### src/hw/rtl/sitrt_pkg.sv
// Shared types, constants and the digit-to-ASCII function for the
// signed integer to radix text block. No dependencies.

package sitrt_pkg;

    localparam int VALUE_BITS  = 32;
    localparam int NUMBER_W    = 32;
    localparam int RADIX_W     = 6;
    localparam int CHAR_W      = 7;
    localparam int DIV_STEP    = 8;
    localparam int FIFO_AW     = 1;
    localparam int FIFO_DEPTH  = 1 << FIFO_AW;
    localparam int IDX_W       = $clog2(VALUE_BITS);
    localparam int BL_W        = $clog2(VALUE_BITS + 1);

    localparam logic [RADIX_W-1:0] RADIX_MIN   = RADIX_W'(2);
    localparam logic [RADIX_W-1:0] RADIX_MAX   = RADIX_W'(36);
    localparam logic [RADIX_W-1:0] RADIX_RESET = RADIX_W'(10);
    localparam logic [CHAR_W-1:0]  MINUS_CHAR  = 7'h2D;
    localparam logic [CHAR_W-1:0]  ZERO_CHAR   = 7'h30;
    localparam logic [CHAR_W-1:0]  ALPHA_BASE  = 7'h57;

    typedef struct packed {
        logic [VALUE_BITS-1:0] mag;
        logic                  neg;
        logic [RADIX_W-1:0]    radix;
    } work_t;

    function automatic logic [CHAR_W-1:0] digit_char(input logic [RADIX_W-1:0] d);
        logic [CHAR_W-1:0] dz;
        dz = CHAR_W'(d);
        if (d < RADIX_W'(10))
            return ZERO_CHAR + dz;
        else
            return ALPHA_BASE + dz;
    endfunction

endpackage

### src/hw/rtl/sitrt_front.sv
// Front end: radix register, input acceptance, sign split and magnitude.
// Depends on sitrt_pkg.

module sitrt_front
    import sitrt_pkg::*;
(
    input  logic                clk,
    input  logic                rst_n,
    input  logic                in_valid,
    output logic                in_stall,
    input  logic [NUMBER_W-1:0] number,
    input  logic                radix_valid,
    output logic                radix_ready,
    input  logic [RADIX_W-1:0]  radix,
    input  logic                q_full,
    output logic                q_push,
    output work_t               q_data
);

    logic [RADIX_W-1:0]    radix_reg;
    logic [VALUE_BITS-1:0] raw;
    logic                  radix_ok;

    always_ff @(posedge clk or negedge rst_n)
    begin
        if (!rst_n)
            radix_reg <= RADIX_RESET;
        else if (radix_valid && radix_ready)
            radix_reg <= radix;
    end

    always_comb
    begin
        for (int i = 0; i < VALUE_BITS; i++)
        begin
            if (i < NUMBER_W)
                raw[i] = number[i];
            else
                raw[i] = 1'b0;
        end
    end

    assign radix_ready = 1'b1;
    assign radix_ok    = (radix_reg >= RADIX_MIN) && (radix_reg <= RADIX_MAX);
    assign in_stall    = q_full;

    // drop items under an unusable base: they produce no text
    assign q_push        = in_valid && !q_full && radix_ok;
    assign q_data.neg    = raw[VALUE_BITS-1];
    assign q_data.mag    = raw[VALUE_BITS-1] ? (~raw + VALUE_BITS'(1)) : raw;
    assign q_data.radix  = radix_reg;

endmodule

### src/hw/rtl/sitrt_fifo.sv
// Short work queue between the front end and the conversion engine.
// Depends on sitrt_pkg.

module sitrt_fifo
    import sitrt_pkg::*;
(
    input  logic  clk,
    input  logic  rst_n,
    input  logic  push,
    input  work_t push_data,
    output logic  full,
    input  logic  pop,
    output logic  valid,
    output work_t pop_data
);

    work_t              slot_reg [FIFO_DEPTH];
    logic [FIFO_AW-1:0] wr_ptr_reg;
    logic [FIFO_AW-1:0] rd_ptr_reg;
    logic [FIFO_AW:0]   count_reg;

    assign full     = (count_reg == (FIFO_AW+1)'(FIFO_DEPTH));
    assign valid    = (count_reg != '0);
    assign pop_data = slot_reg[rd_ptr_reg];

    always_ff @(posedge clk)
    begin
        if (push)
            slot_reg[wr_ptr_reg] <= push_data;
    end

    always_ff @(posedge clk or negedge rst_n)
    begin
        if (!rst_n)
        begin
            wr_ptr_reg <= '0;
            rd_ptr_reg <= '0;
            count_reg  <= '0;
        end
        else
        begin
            if (push)
                wr_ptr_reg <= wr_ptr_reg + FIFO_AW'(1);
            if (pop)
                rd_ptr_reg <= rd_ptr_reg + FIFO_AW'(1);
            if (push && !pop)
                count_reg <= count_reg + (FIFO_AW+1)'(1);
            else if (pop && !push)
                count_reg <= count_reg - (FIFO_AW+1)'(1);
        end
    end

endmodule

### src/hw/rtl/sitrt_back.sv
// Conversion engine: iterative divide by the radix, digit stack, and the
// registered character output. Depends on sitrt_pkg.

module sitrt_back
    import sitrt_pkg::*;
(
    input  logic              clk,
    input  logic              rst_n,
    input  logic              q_valid,
    input  work_t             q_data,
    output logic              q_pop,
    output logic              out_valid,
    input  logic              out_stall,
    output logic [CHAR_W-1:0] character,
    output logic              final_char
);

    typedef enum logic [1:0] {ST_IDLE, ST_DIVIDE, ST_FETCH, ST_EMIT} state_t;

    state_t                state_reg, state_next;
    logic [VALUE_BITS-1:0] div_reg, div_next;
    logic [RADIX_W-1:0]    rem_reg, rem_next;
    logic [BL_W-1:0]       bits_left_reg, bits_left_next;
    logic [RADIX_W-1:0]    radix_reg, radix_next;
    logic                  neg_reg, neg_next;
    logic [IDX_W-1:0]      wr_ptr_reg, wr_ptr_next;
    logic [IDX_W-1:0]      rd_ptr_reg, rd_ptr_next;
    logic                  out_valid_reg, out_valid_next;
    logic [CHAR_W-1:0]     char_reg, char_next;
    logic                  final_reg, final_next;

    logic [RADIX_W-1:0]    digit_mem [VALUE_BITS];
    logic [RADIX_W-1:0]    rdata_reg;
    logic                  mem_we;

    logic [VALUE_BITS-1:0] d;
    logic [RADIX_W-1:0]    r;
    logic [RADIX_W:0]      t;
    logic                  load_ok;

    // digit stack, written least significant first, read back in reverse
    always_ff @(posedge clk)
    begin
        if (mem_we)
            digit_mem[wr_ptr_reg] <= r;
        rdata_reg <= digit_mem[rd_ptr_next];
    end

    // up to DIV_STEP restoring-division bits per cycle, MSB first
    always_comb
    begin
        d = div_reg;
        r = rem_reg;
        t = '0;
        for (int j = 0; j < DIV_STEP; j++)
        begin
            if (BL_W'(j) < bits_left_reg)
            begin
                t = {r, d[VALUE_BITS-1]};
                d = {d[VALUE_BITS-2:0], 1'b0};
                if (t >= {1'b0, radix_reg})
                begin
                    t    = t - {1'b0, radix_reg};
                    d[0] = 1'b1;
                end
                r = t[RADIX_W-1:0];
            end
        end
    end

    always_comb
    begin
        state_next     = state_reg;
        div_next       = div_reg;
        rem_next       = rem_reg;
        bits_left_next = bits_left_reg;
        radix_next     = radix_reg;
        neg_next       = neg_reg;
        wr_ptr_next    = wr_ptr_reg;
        rd_ptr_next    = rd_ptr_reg;
        out_valid_next = out_valid_reg;
        char_next      = char_reg;
        final_next     = final_reg;
        q_pop          = 1'b0;
        mem_we         = 1'b0;

        load_ok = !out_valid_reg || !out_stall;
        if (out_valid_reg && !out_stall)
            out_valid_next = 1'b0;

        unique case (state_reg)
            ST_IDLE:
            begin
                if (q_valid)
                begin
                    q_pop          = 1'b1;
                    div_next       = q_data.mag;
                    rem_next       = '0;
                    bits_left_next = BL_W'(VALUE_BITS);
                    radix_next     = q_data.radix;
                    neg_next       = q_data.neg;
                    wr_ptr_next    = '0;
                    state_next     = ST_DIVIDE;
                end
            end
            ST_DIVIDE:
            begin
                if (bits_left_reg <= BL_W'(DIV_STEP))
                begin
                    mem_we = 1'b1;
                    if (d == '0)
                    begin
                        rd_ptr_next = wr_ptr_reg;
                        state_next  = ST_FETCH;
                    end
                    else
                    begin
                        div_next       = d;
                        rem_next       = '0;
                        bits_left_next = BL_W'(VALUE_BITS);
                        wr_ptr_next    = wr_ptr_reg + IDX_W'(1);
                    end
                end
                else
                begin
                    div_next       = d;
                    rem_next       = r;
                    bits_left_next = bits_left_reg - BL_W'(DIV_STEP);
                end
            end
            ST_FETCH:
            begin
                // hold the read address so the top digit lands in rdata_reg
                state_next = ST_EMIT;
            end
            ST_EMIT:
            begin
                if (load_ok)
                begin
                    out_valid_next = 1'b1;
                    if (neg_reg)
                    begin
                        char_next  = MINUS_CHAR;
                        final_next = 1'b0;
                        neg_next   = 1'b0;
                    end
                    else
                    begin
                        char_next  = digit_char(rdata_reg);
                        final_next = (rd_ptr_reg == '0);
                        if (rd_ptr_reg == '0)
                            state_next = ST_IDLE;
                        else
                            rd_ptr_next = rd_ptr_reg - IDX_W'(1);
                    end
                end
            end
            default:
            begin
                state_next = ST_IDLE;
            end
        endcase
    end

    always_ff @(posedge clk or negedge rst_n)
    begin
        if (!rst_n)
        begin
            state_reg     <= ST_IDLE;
            out_valid_reg <= 1'b0;
            neg_reg       <= 1'b0;
            wr_ptr_reg    <= '0;
            rd_ptr_reg    <= '0;
            bits_left_reg <= '0;
        end
        else
        begin
            state_reg     <= state_next;
            out_valid_reg <= out_valid_next;
            neg_reg       <= neg_next;
            wr_ptr_reg    <= wr_ptr_next;
            rd_ptr_reg    <= rd_ptr_next;
            bits_left_reg <= bits_left_next;
        end
    end

    always_ff @(posedge clk)
    begin
        div_reg   <= div_next;
        rem_reg   <= rem_next;
        radix_reg <= radix_next;
        char_reg  <= char_next;
        final_reg <= final_next;
    end

    assign out_valid  = out_valid_reg;
    assign character  = char_reg;
    assign final_char = final_reg;

endmodule

### src/hw/rtl/signed_integer_to_radix_text.sv
// An accepted number leaves the queue, the 8-bit-per-cycle divider
// produces its digits, the top digit is fetched from the stack, and the
// output register is loaded with a minus sign, if any, then each digit.
// No new number starts until the last character is loaded; characters of
// a number leave at one per cycle while the output is not stalled.
// Reset: the base returns to ten, queue and engine empty; no stack clearing.

module signed_integer_to_radix_text
    import sitrt_pkg::*;
(
    input  logic                clk,
    input  logic                rst_n,
    input  logic                in_valid,
    output logic                in_stall,
    input  logic [NUMBER_W-1:0] number,
    input  logic                radix_valid,
    output logic                radix_ready,
    input  logic [RADIX_W-1:0]  radix,
    output logic                out_valid,
    input  logic                out_stall,
    output logic [CHAR_W-1:0]   character,
    output logic                final_char
);

    logic  q_full;
    logic  q_push;
    logic  q_pop;
    logic  q_valid;
    work_t q_in;
    work_t q_out;

    sitrt_front u_front (
        .clk         (clk),
        .rst_n       (rst_n),
        .in_valid    (in_valid),
        .in_stall    (in_stall),
        .number      (number),
        .radix_valid (radix_valid),
        .radix_ready (radix_ready),
        .radix       (radix),
        .q_full      (q_full),
        .q_push      (q_push),
        .q_data      (q_in)
    );

    sitrt_fifo u_fifo (
        .clk       (clk),
        .rst_n     (rst_n),
        .push      (q_push),
        .push_data (q_in),
        .full      (q_full),
        .pop       (q_pop),
        .valid     (q_valid),
        .pop_data  (q_out)
    );

    sitrt_back u_back (
        .clk        (clk),
        .rst_n      (rst_n),
        .q_valid    (q_valid),
        .q_data     (q_out),
        .q_pop      (q_pop),
        .out_valid  (out_valid),
        .out_stall  (out_stall),
        .character  (character),
        .final_char (final_char)
    );

endmodule

### config.mk
export PLATFORM = sky130hd
export DESIGN_NAME = signed_integer_to_radix_text
export DESIGN_NICKNAME = d
export VERILOG_FILES = /design/src/hw/rtl/sitrt_pkg.sv /design/src/hw/rtl/sitrt_front.sv /design/src/hw/rtl/sitrt_fifo.sv /design/src/hw/rtl/sitrt_back.sv /design/src/hw/rtl/signed_integer_to_radix_text.sv
export SDC_FILE = /design/constraint.sdc
export NUM_CORES = 1
export LEC_CHECK = 0
export ABC_AREA = 1
export BUFFER_PORTS_ARGS = -buffer_cell sky130_fd_sc_hd__buf_2
export CORE_MARGIN = 1
export CORE_UTILIZATION = 55
export CTS_BUF_LIST = sky130_fd_sc_hd__clkbuf_8
export DETAILED_ROUTE_END_ITERATION = 12
export PLACE_DENSITY = 0.73
export SYNTH_ARGS = -nofsm -noshare
export SYNTH_HDL_FRONTEND = slang
export SYNTH_SLANG_ARGS = --single-unit
### constraint.sdc
create_clock -name clk -period 15.3 [get_ports clk]
set_input_delay 2.295 -clock clk [delete_from_list [all_inputs] [get_ports clk]]
set_output_delay 2.295 -clock clk [all_outputs]
set_load 0.01 [all_outputs]
==> metrics.md <==
| Metric | Value |
|---|---|
| Clock Tree Root | clkbuf_8 |
| Arr. time, crit path | 15.18 ns |
| Drt total wl | 51.7 mm |
| Core area | 34500 um2 |
| DRT iter0 DRCs | 1789 |
| Die Ht | 189 um |
| Floorplan row count | 68 |
| # IOs | 54 |
| Syn Nets | 2121 |
| Non-filler cells, final | 2652 |
| CP most frequent cell | nand2_1 |
| Mapped cell area | 19300 um2 |
| Ys flop type | edfxtp_1 |
| Final Max Tran Viols | 0 |
| Layout cell share with drive strength beyond 1 | 0.189 |
| Final min period | 14.68 ns |
| Worst slew pin tran | 1.24 ns |
| Slowest CP cell | edfxtp_1 |
| Total CTS buffers | 56 |
| Max Buffers Root-to-Sink | 3 |
| Critical path peak fanout | 8 |
| PortBufs | 52 |
| Via density | 5.81 |
| Largest net degree at the start of global routing | 99 |
| TritonCTS clock tree | built |
| Remaining Overflow, GRT | 0 |
| WHS Path Cells | 0 |
| Crit Path Category | flip-flop to flip-flop |
| EDFF count, synth | 322 |
| RSZ-0062 raised after global routing | true |
| Die area | 35800 um2 |
| CP endpoint kind | flip-flop |
| Clk_skew | 0.0168 ns |
| Yosys reg bits | 355 |
| Crit share post-route | 0.960 |
| DR WL/cell | 19.5 um |
| DRT Pass-1 Iters | 8 |
| Max_slew headroom | 0.170 |
| Yosys warnings | 0 |
| Post-Syn Instances | 2005 |
| Antenna cells | 0 |
| Die width | 189 um |
| Final ANT Viol Nets | 0 |
| Synth async-reset ratio | 0.0761 |
| Final worst slack | 0.618 ns |
| Final Hold Fails | 0 |
| Final setup fails | 0 |
| Syn-to-layout area delta | 17.4% |
| Clock Sinks | 355 |
| Critical Path Max Stage Delay | 0.44 ns |
| Sequential fraction of the synthesis area | 0.543 |
| Fill count | 2656 |
| Yosys cell types | 57 |
| Number of global-route vias before repair | 14200 |
| DPL Wire Length | 31.2 mm |
| Peak Freq | 68.1 MHz |
| Tot GR Track Use | 0.273 |
| Worst hold-check path type | flip-flop to flip-flop |
| Max_cap viols | 0 |
| Final estimated routing congestion in global placement | 0.892 |
| Syn Area/Cell | 9.62 um2 |
| Worst-Skew Late Latency | 0.60 ns |
| Max H-tree Level | 2 |
| Inst Count DP | 2481 |
| Worst Reg-to-Reg Cells | 112 |
| Total number of vias | 15400 |
| CP required | 15.79 ns |
| Max reg flops | 192 |
| Final #Nets | 2272 |
| Initial antenna violation count | 0 |
| DRC viols | 0 |
| Startpoint types | flip-flop |
| DP Worst Slack | -0.802 ns |
| Starting Density | 0.558 |
| Status | finished clean |
| Worst-path clk slew | 0.06 ns |
| First-pass GRT wire length | 76.4 mm |
-- path summary, 6_finish.rpt --
path                                      startpoint               endpoint  slack (ns)
worst min register to register  u_front.radix_reg[5]  u_fifo.slot_reg[0][5]        0.49
worst max register to register     u_back.rem_reg[2]    u_back.rdata_reg[1]        0.62
min in group asynchronous                      rst_n   u_front.radix_reg[4]        1.75
worst min-delay path            u_front.radix_reg[5]  u_fifo.slot_reg[0][5]        0.49
max in group asynchronous                      rst_n   u_back.wr_ptr_reg[2]       13.09
worst max-delay path               u_back.rem_reg[2]    u_back.rdata_reg[1]        0.62
-- worst max-delay path: cells and delay by family (launching register included) --
kind,cells,cell delay (ns)
buffers and inverters,13,1.43
AND/OR/NAND/NOR,58,5.79
flip-flops,1,0.44
AO/OA/AOI/OAI,33,4.62
adder cells (fa/ha/maj),8,2.25
-- per-stage QoR --
stage	cell area [um2]	setup TNS [ns]	util	hold slack, ns
after global placement	20100	-1.32	0.582	0.459
after CTS	21400	0	0.621	0.487
after global routing	22600	-2.29	0.655	0.505
final	22600	0	0.655	0.488
after floorplan	19300	0	-	0.442
after detailed placement	20100	-4.88	0.582	0.472
-- synthesized netlist by cell type (10+ instances only) --
cell type  number  share of area
nor3_1         16         0.0042
a22oi_1        24         0.0093
xnor2_1        23          0.010
nand3_1       260          0.067
xor2_1         38          0.017
nor2_1        133          0.026
buf_2          21         0.0055
dfrtp_1        25          0.032
nand2_2        18         0.0058
ha_1           65          0.042
nand3b_1       63          0.025
o21ai_0        73          0.019
mux2i_1        18         0.0093
inv_1         270          0.053
nand4_1        14         0.0045
inv_2          10         0.0019
buf_4          15         0.0058
edfxtp_1      322           0.50
a21oi_1       104          0.027
clkbuf_1       29         0.0056
nand2_1       345          0.067
-- per-layer routing --
metal / wire length (um) / vias to the layer above / GRT usage
met5: 0 / - / 0
met4: 1430 / 0 / 0.0831
met3: 4900 / 134 / 0.0430
met2: 23700 / 742 / 0.418
met1: 21700 / 7379 / 0.399
li1: - / 7156 / -
-- final cells by class --
cell class                      instances  area, um2  share of cell area
Clock inverter                         43        265              0.0117
Sequential cell                       355      10500               0.462
Multi-Input combinational cell       1291       8030               0.355
Tap cell                              455        569              0.0251
Inverter                              285       1080              0.0479
Timing Repair Buffer                  167       1450              0.0641
Clock buffer                           56        771              0.0340
-- timing repair --
action,4_1_cts,5_1_grt
hold buffers,0,0
pin swaps,2,75
buffers inserted,8,47
resized for setup,20,142
setup endpoints to repair,7,258
cloned,5,12
-- cells by family (layout without fill, tap and decap cells) --
logic type / Yosys count / after routing / share of synthesized area
AO/OA/AOI/OAI: 243 / 243 / 0.0720
other: 1 / 1 / 0.000194
adder cells (fa/ha/maj): 73 / 73 / 0.0505
flip-flops: 355 / 355 / 0.543
buffers and inverters: 364 / 551 / 0.0783
AND/OR/NAND/NOR: 887 / 892 / 0.217
multiplexers: 21 / 21 / 0.0111
XOR/XNOR: 61 / 61 / 0.0277
-- placed cells by master (no fill, tap or decap), drive strengths merged, types with 38 or more instances in the layout --
| cell type | instances |
|---|---|
| nand2 | 375 |
| nor2 | 135 |
| o21ai | 83 |
| ha | 65 |
| clkbuf | 63 |
| a21oi | 107 |
| edfxtp | 322 |
| inv | 294 |
| nand3 | 267 |
| nand3b | 63 |
| xor2 | 38 |
| buf | 160 |
Power is not shown: default switching activity piles up to over one toggle a cycle in this logic, so the estimate is an artifact.
